### src/hw/rtl/rrs_pkg.sv
// Region range splitter package: transaction types, queue record, status codes.
// No dependencies; used by every module of the splitter.
package rrs_pkg;

  localparam int unsigned ADDR_MAX = 64;
  localparam int unsigned TAG_W    = 8;
  localparam int unsigned STATUS_W = 2;
  localparam int unsigned PADDR_W  = 4;
  localparam int unsigned PDATA_W  = 64;

  localparam int unsigned QUEUE_DEPTH = 2;
  localparam int unsigned QPTR_W      = $clog2(QUEUE_DEPTH);
  localparam int unsigned QCNT_W      = $clog2(QUEUE_DEPTH + 1);

  typedef logic [ADDR_MAX-1:0] addr_t;
  typedef logic [TAG_W-1:0]    tag_t;
  typedef logic [STATUS_W-1:0] status_t;

  localparam status_t ST_OK    = 2'd0;
  localparam status_t ST_CUT   = 2'd1;
  localparam status_t ST_ORDER = 2'd2;

  localparam logic KIND_KEEP   = 1'b0;
  localparam logic KIND_DETACH = 1'b1;

  // selected by paddr[3]
  localparam logic REG_CUT_START = 1'b0;
  localparam logic REG_CUT_END   = 1'b1;

  typedef struct packed {
    addr_t region_start;
    addr_t region_end;
    tag_t  region_tag;
    logic  final_region;
  } region_t;

  typedef struct packed {
    addr_t   piece_start;
    addr_t   piece_end;
    tag_t    piece_tag;
    logic    piece_kind;
    status_t status;
    logic    last_piece;
  } piece_t;

  typedef struct packed {
    addr_t   rs;
    addr_t   re;
    addr_t   cs;
    addr_t   ce;
    tag_t    tag;
    status_t status;
    logic    overlap;
    logic    below;
    logic    above;
  } rec_t;

  typedef struct packed {
    logic full;
    logic empty;
  } q_status_t;

endpackage

### src/hw/rtl/rrs_front.sv
// Front end: accepts regions, checks cut range and list order, classifies overlap.
// Depends on rrs_pkg; pushes one record per transaction into rrs_queue.
module rrs_front #(
  parameter int unsigned ADDR_WIDTH = 64
) (
  input  logic               clk,
  input  logic               rst,
  input  rrs_pkg::region_t   region,
  input  logic               region_valid,
  output logic               region_stall,
  input  rrs_pkg::addr_t     cut_start,
  input  rrs_pkg::addr_t     cut_end,
  input  rrs_pkg::q_status_t q_status,
  output logic               push,
  output rrs_pkg::rec_t      rec
);
  import rrs_pkg::*;

  logic [ADDR_WIDTH-1:0] prior_end;
  logic                  failed;
  logic [ADDR_WIDTH-1:0] rs, re, cs, ce;
  logic                  accept, cut_bad, reg_bad;

  assign rs = region.region_start[ADDR_WIDTH-1:0];
  assign re = region.region_end[ADDR_WIDTH-1:0];
  assign cs = cut_start[ADDR_WIDTH-1:0];
  assign ce = cut_end[ADDR_WIDTH-1:0];

  assign cut_bad = (cs >= ce);
  assign reg_bad = failed || (rs >= re) || (rs < prior_end);

  assign region_stall = q_status.full;
  assign accept       = region_valid && !q_status.full;
  assign push         = accept;

  always_comb begin
    rec.rs      = addr_t'(rs);
    rec.re      = addr_t'(re);
    rec.cs      = addr_t'(cs);
    rec.ce      = addr_t'(ce);
    rec.tag     = region.region_tag;
    rec.overlap = !((re <= cs) || (rs >= ce));
    rec.below   = (rs < cs);
    rec.above   = (re > ce);
    if (cut_bad) begin
      rec.status = ST_CUT;
    end else if (reg_bad) begin
      rec.status = ST_ORDER;
    end else begin
      rec.status = ST_OK;
    end
  end

  always_ff @(posedge clk) begin
    if (rst) begin
      prior_end <= '0;
      failed    <= 1'b0;
    end else if (accept) begin
      if (region.final_region) begin
        prior_end <= '0;
        failed    <= 1'b0;
      end else if (!cut_bad) begin
        if (reg_bad) begin
          failed <= 1'b1;
        end else begin
          prior_end <= re;
        end
      end
    end
  end

endmodule

### src/hw/rtl/rrs_queue.sv
// Short record queue between front and back end of the splitter.
// Depends on rrs_pkg (rec_t, q_status_t, depth constants).
module rrs_queue (
  input  logic               clk,
  input  logic               rst,
  input  logic               push,
  input  rrs_pkg::rec_t      wr_rec,
  input  logic               pop,
  output rrs_pkg::rec_t      head,
  output rrs_pkg::q_status_t status
);
  import rrs_pkg::*;

  rec_t              entries [QUEUE_DEPTH];
  logic [QPTR_W-1:0] wr_ptr;
  logic [QPTR_W-1:0] rd_ptr;
  logic [QCNT_W-1:0] count;

  assign head         = entries[rd_ptr];
  assign status.full  = (count == QCNT_W'(QUEUE_DEPTH));
  assign status.empty = (count == '0);

  always_ff @(posedge clk) begin
    if (push) begin
      entries[wr_ptr] <= wr_rec;
    end
  end

  always_ff @(posedge clk) begin
    if (rst) begin
      wr_ptr <= '0;
      rd_ptr <= '0;
      count  <= '0;
    end else begin
      if (push) begin
        wr_ptr <= wr_ptr + 1'b1;
      end
      if (pop) begin
        rd_ptr <= rd_ptr + 1'b1;
      end
      case ({push, pop})
        2'b10:   count <= count + 1'b1;
        2'b01:   count <= count - 1'b1;
        default: count <= count;
      endcase
    end
  end

endmodule

### src/hw/rtl/rrs_back.sv
// Back end: walks the queue head record and emits one piece per cycle while the output is not stalled.
// Depends on rrs_pkg; output register decouples the result channel.
module rrs_back (
  input  logic               clk,
  input  logic               rst,
  input  rrs_pkg::rec_t      head,
  input  rrs_pkg::q_status_t q_status,
  output logic               pop,
  output rrs_pkg::piece_t    piece,
  output logic               piece_valid,
  input  logic               piece_stall
);
  import rrs_pkg::*;

  logic   done_lo, done_mid;
  logic   need_lo, need_hi, split;
  logic   cur_last, cur_is_lo, load;
  piece_t cur;

  assign split   = (head.status == ST_OK) && head.overlap;
  assign need_lo = split && head.below;
  assign need_hi = split && head.above;

  always_comb begin
    cur             = '0;
    cur.piece_tag   = head.tag;
    cur.status      = head.status;
    cur.piece_kind  = KIND_KEEP;
    cur_last        = 1'b1;
    cur_is_lo       = 1'b0;
    if (head.status != ST_OK) begin
      cur.piece_start = '0;
      cur.piece_end   = '0;
    end else if (!head.overlap) begin
      cur.piece_start = head.rs;
      cur.piece_end   = head.re;
    end else if (need_lo && !done_lo) begin
      cur.piece_start = head.rs;
      cur.piece_end   = head.cs;
      cur_last        = 1'b0;
      cur_is_lo       = 1'b1;
    end else if (!done_mid) begin
      cur.piece_start = head.below ? head.cs : head.rs;
      cur.piece_end   = head.above ? head.ce : head.re;
      cur.piece_kind  = KIND_DETACH;
      cur_last        = !need_hi;
    end else begin
      cur.piece_start = head.ce;
      cur.piece_end   = head.re;
    end
    cur.last_piece = cur_last;
  end

  assign load = !q_status.empty && (!piece_valid || !piece_stall);
  assign pop  = load && cur_last;

  always_ff @(posedge clk) begin
    if (rst) begin
      piece_valid <= 1'b0;
      done_lo     <= 1'b0;
      done_mid    <= 1'b0;
    end else begin
      if (load) begin
        piece_valid <= 1'b1;
      end else if (!piece_stall) begin
        piece_valid <= 1'b0;
      end
      if (load) begin
        if (cur_last) begin
          done_lo  <= 1'b0;
          done_mid <= 1'b0;
        end else if (cur_is_lo) begin
          done_lo <= 1'b1;
        end else begin
          done_mid <= 1'b1;
        end
      end
    end
  end

  always_ff @(posedge clk) begin
    if (load) begin
      piece <= cur;
    end
  end

endmodule

### src/hw/rtl/region_range_splitter_top.sv
// Region range splitter top level: APB cut-range registers, front, queue, back.
// Depends on rrs_pkg, rrs_front, rrs_queue, rrs_back.
//
// Splits each incoming region against the cut range [cut_start, cut_end) into
// up to three pieces (keep below, detach inside, keep above). The front end
// takes a region every cycle while the two-entry queue has room; the back end
// drives one piece per cycle through its output register while piece_stall is
// low. It emits the pieces of a region one after another (three when the region
// straddles both cut edges), so the single result channel sets sustained
// throughput. Error results are a single piece with zero addresses.
// Program cut_start (paddr 0) and cut_end (paddr 8) only while idle.
module region_range_splitter_top #(
  parameter int unsigned ADDR_WIDTH = 64
) (
  input  logic                          clk,
  input  logic                          rst,
  input  rrs_pkg::region_t              region,
  input  logic                          region_valid,
  output logic                          region_stall,
  output rrs_pkg::piece_t               piece,
  output logic                          piece_valid,
  input  logic                          piece_stall,
  input  logic                          psel,
  input  logic                          penable,
  input  logic                          pwrite,
  input  logic [rrs_pkg::PADDR_W-1:0]   paddr,
  input  logic [rrs_pkg::PDATA_W-1:0]   pwdata,
  output logic [rrs_pkg::PDATA_W-1:0]   prdata,
  output logic                          pready
);
  import rrs_pkg::*;

  addr_t     cut_start;
  addr_t     cut_end;
  logic      push, pop;
  rec_t      wr_rec, head;
  q_status_t q_status;

  assign pready = 1'b1;

  always_comb begin
    unique case (paddr[3])
      REG_CUT_START: prdata = cut_start;
      REG_CUT_END:   prdata = cut_end;
      default:       prdata = '0;
    endcase
  end

  always_ff @(posedge clk) begin
    if (rst) begin
      cut_start <= '0;
      cut_end   <= '0;
    end else if (psel && penable && pwrite && pready) begin
      unique case (paddr[3])
        REG_CUT_START: cut_start <= pwdata;
        REG_CUT_END:   cut_end   <= pwdata;
        default:       ;
      endcase
    end
  end

  rrs_front #(
    .ADDR_WIDTH(ADDR_WIDTH)
  ) u_front (
    .clk          (clk),
    .rst          (rst),
    .region       (region),
    .region_valid (region_valid),
    .region_stall (region_stall),
    .cut_start    (cut_start),
    .cut_end      (cut_end),
    .q_status     (q_status),
    .push         (push),
    .rec          (wr_rec)
  );

  rrs_queue u_queue (
    .clk    (clk),
    .rst    (rst),
    .push   (push),
    .wr_rec (wr_rec),
    .pop    (pop),
    .head   (head),
    .status (q_status)
  );

  rrs_back u_back (
    .clk         (clk),
    .rst         (rst),
    .head        (head),
    .q_status    (q_status),
    .pop         (pop),
    .piece       (piece),
    .piece_valid (piece_valid),
    .piece_stall (piece_stall)
  );

endmodule

### config.mk
export PLATFORM = sky130hd
export DESIGN_NAME = region_range_splitter_top
export DESIGN_NICKNAME = d
export VERILOG_FILES = /design/src/hw/rtl/rrs_pkg.sv /design/src/hw/rtl/rrs_front.sv /design/src/hw/rtl/rrs_queue.sv /design/src/hw/rtl/rrs_back.sv /design/src/hw/rtl/region_range_splitter_top.sv
export SDC_FILE = /design/constraint.sdc
export NUM_CORES = 2
export LEC_CHECK = 0
export BUFFER_PORTS_ARGS = -buffer_cell sky130_fd_sc_hd__buf_2
export CORE_UTILIZATION = 56
export DETAILED_ROUTE_END_ITERATION = 10
export GPL_ROUTABILITY_DRIVEN = 0
export PLACE_DENSITY = 0.76
export SLEW_MARGIN = 0
export SYNTH_ARGS = -nofsm -noshare
export SYNTH_HDL_FRONTEND = slang
export SYNTH_SLANG_ARGS = --single-unit
### constraint.sdc
create_clock -name clk -period 15.8 [get_ports clk]
set_input_delay 0.79 -clock clk [delete_from_list [all_inputs] [get_ports clk]]
set_output_delay 0.79 -clock clk [all_outputs]
set_load 0.02 [all_outputs]
==> flow_summary.json <==
{
  "cp.arrival_ns": 6.28,
  "tightestPinTransition_ns": 1.236,
  "reg2reg_slack_ns": 9.89,
  "hold_buffers": 0,
  "first_pass_iters": 9,
  "ys_async_sr_fraction": 0,
  "drt_iter0_drc": 3565,
  "fin_nets": 4988,
  "synthSimpleGateAreaFrac": 0.1025,
  "hpwl_um": 87770,
  "drcViolationCount": 0,
  "clock_latency_ns": 0.66,
  "post_cts_buffers": 0,
  "synth_edf_count": 678,
  "drive_gt1_frac": 0.1756,
  "min_period_ns": 5.909,
  "numCtsBuffers": 91,
  "wirelength_um": 131000,
  "finalSetupViolations": 0,
  "crit_top_cell": "buf_4",
  "antenna_left": 0,
  "clock-root-buffer": "clkbuf_16",
  "rsz0062_at_grt": "no",
  "grt_util_all_layers": 0.3163,
  "htree_levels": 3,
  "path_cells": "buf_12 -> mux2i_4 -> or4_2 -> buf_4 -> nand2b_4 -> a21oi_4 -> buf_4 -> o22a_1 -> nor2_1",
  "synthTopCellsByArea": "edfxtp_1 45%, ha_1 12%, dfxtp_1 9.0%",
  "syn_inst": 3963,
  "syn_area_um2": 44900,
  "row_count": 103,
  "critPathMaxStageDelay_ns": 0.87,
  "ys_ff_latch": 879,
  "pwr_density_cell_nw_per_um2": 145.1,
  "grt_max_degree": 177,
  "p_total_mw": 7.418,
  "cp.required_ns": 16.17,
  "cellLeakagePower_nw": 19.51,
  "syn_avg_cell_area_um2": 11.33,
  "hold_viol_final": 0,
  "ys.flop_type": "edfxtp_1",
  "fillers": 6030,
  "min-delay-start": "region[2]",
  "synth_fa_ha_area_frac": 0.1246,
  "hold_slack_ns": 0.3280,
  "setup_ws_ns": 9.891,
  "cap_violations": 0,
  "dp_cells": 5286,
  "ys_types": 62,
  "synth.mux.area_fraction": 0.07889,
  "path_class": "register to register",
  "grt_antenna_before_repair": 27,
  "dieArea_um2": 81320,
  "synthesis.nets": 4622,
  "synth_top_cell_by_area": "edfxtp_1",
  "start_kind": "register",
  "relSlewSlack": 0.1548,
  "cpMaxStageDelayCell": "mux2i_4",
  "synthDominantCellAreaShare": 0.4534,
  "synthXorXnorAreaFrac": 0.0007524,
  "fin_crit_sh": 0.3740,
  "detail_route.wl_per_cell_um": 23.95,
  "io_buffers": 414,
  "crit_fanout": 144,
  "initial_core_util": 0.5675,
  "area_growth_pct": 13.84,
  "vias": 33440,
  "grt_pass1_vias": 31960,
  "die_y_um": 285.2,
  "hold_class": "input pin to register",
  "path_clk_slew_ns": 0.06,
  "setup_tns_ns": 0,
  "synth_top_family_by_area": "adder cells",
  "cts_tree": "built",
  "yosys_warnings": 0,
  "max_freq_mhz": 169.2,
  "fp.coreArea_um2": 79130,
  "clkSinkCount": 879,
  "routed_via_density": 6.110,
  "ctsResizeCount": 0,
  "outcome": "finished, final reports clean",
  "design_area_um2": 51120,
  "place_area_um2": 47970,
  "fin_cells": 5472,
  "ir_worst_vdd_v": 0.0001123,
  "synth_compound_area_frac": 0.1109,
  "finClkSkew_ns": 0.02291,
  "io_pins": 419,
  "timing.final.max_slew_violations": 0,
  "overflow": 0,
  "seq_area_frac_synth": 0.5430,
  "finish.utilization": 0.6460,
  "cts_buffer_depth": 3,
  "die_w_um": 285.2,
  "pre_cts_ws_ns": 9.955,
  "grt_pass1_wl_um": 194600,
  "setup.worst_path.end_class": "register"
}
## logic make-up after synthesis
group | count (synthesis)
AOI/OAI and AO/OA | 796
xor gates and xnor gates | 3
adders and majority gates | 447
buffers and inverters | 447
DFF | 879
muxes | 333
other | 1
and+or+nand+nor | 1057
## cell usage after synthesis, types with 4 or more instances
cell type / instances
o21a_1: 35
mux2i_1: 166
buf_1: 16
nand3_1: 37
a221oi_1: 38
nor3_1: 55
o21bai_1: 4
nor4_1: 17
nor2b_1: 15
o22a_1: 64
nand2_1: 573
buf_6: 6
and3_1: 8
clkbuf_1: 129
o21ai_0: 143
a22oi_1: 32
or3_1: 4
o31ai_1: 6
nand2b_1: 44
buf_2: 22
o211ai_1: 12
ha_1: 447
nand4_1: 85
nor2_1: 199
a31oi_1: 9
a21o_1: 68
a221o_1: 6
mux2_2: 167
dfxtp_1: 201
a2111oi_0: 7
and4_1: 9
edfxtp_1: 678
a21oi_1: 324
a211oi_1: 24
inv_1: 271
## per-layer routing
layer | track usage | part of all wire | up-vias
met5 | 0 | 0.00084 | -
met2 | 0.5065 | 0.47 | 1701
met3 | 0.04896 | 0.088 | 264
li1 | - | - | 15280
met4 | 0.1108 | 0.032 | 16
met1 | 0.4384 | 0.41 | 16180
## area by class of cell
type | instances | area, um2 | share of cell area
repair buffers | 449 | 2377 | 0.04651
multi-input cells | 2637 | 18870 | 0.3693
flip-flops and latches | 879 | 24390 | 0.4772
diodes | 15 | 37.54 | 0.0007343
well taps | 1050 | 1314 | 0.02570
inverters | 271 | 1017 | 0.01990
clock buffers | 121 | 2492 | 0.04876
clock inverters | 50 | 611.8 | 0.01197
## power by group
group          total, mW  internal (mW)  switching, mW
clock               2.24           1.33          0.914
sequential          3.14           2.98          0.160
combinational       2.04          0.672           1.37
total               7.42           4.98           2.44
## final timing paths
path,to,cells past startpoint
setup / recovery,u_back.piece[87],9
hold / removal,u_queue.entries[0][6],1
setup reg to reg,u_back.piece[87],9
hold reg to reg,u_front.prior_end[21],2
## sequential cells by signal, summed over array words and instances (netlist names), named ones only
signal / count
u_front.failed: 1
u_queue.wr_ptr: 1
u_front.prior_end: 64
cut_start: 64
u_back.piece_valid: 1
u_queue.rd_ptr: 1
u_queue.count: 2
cut_end: 64
u_back.piece: 140
u_queue.entries: 538
u_back.done_lo: 1
u_back.done_mid: 1
## worst max-delay path, delay by kind of cell (launching register included)
family | cells | cell delay, ns
AO/OA/AOI/OAI | 2 | 1.05
buffers and inverters | 3 | 2.00
flip-flops | 1 | 0.44
multiplexers | 1 | 0.87
AND/OR/NAND/NOR | 3 | 1.09
## cells in the final DEF, fill, tap and decap left out, types with 6 or more instances in the layout
cell / count
a21oi_1: 321
clkbuf_16: 93
clkinv_1: 17
and4_1: 9
nand2_1: 573
clkinv_2: 11
nor4_1: 16
o211ai_1: 12
nor3_1: 55
clkbuf_1: 22
mux2i_1: 165
o21a_1: 35
edfxtp_1: 678
clkbuf_8: 6
a22oi_1: 32
o31ai_1: 6
a2111oi_0: 7
mux2_2: 167
buf_4: 34
o22a_1: 64
nand2b_1: 42
o21ai_0: 143
a21o_1: 67
and3_1: 8
nand4_1: 85
bufinv_16: 13
nand3_1: 37
nor2_4: 6
nor2b_1: 15
nor2_1: 193
a31oi_1: 9
inv_1: 271
diode_2: 15
a221oi_1: 38
ha_1: 447
a211oi_1: 24
buf_2: 412
a221o_1: 6
dfxtp_1: 199
Power figures use the tool's default switching activity.
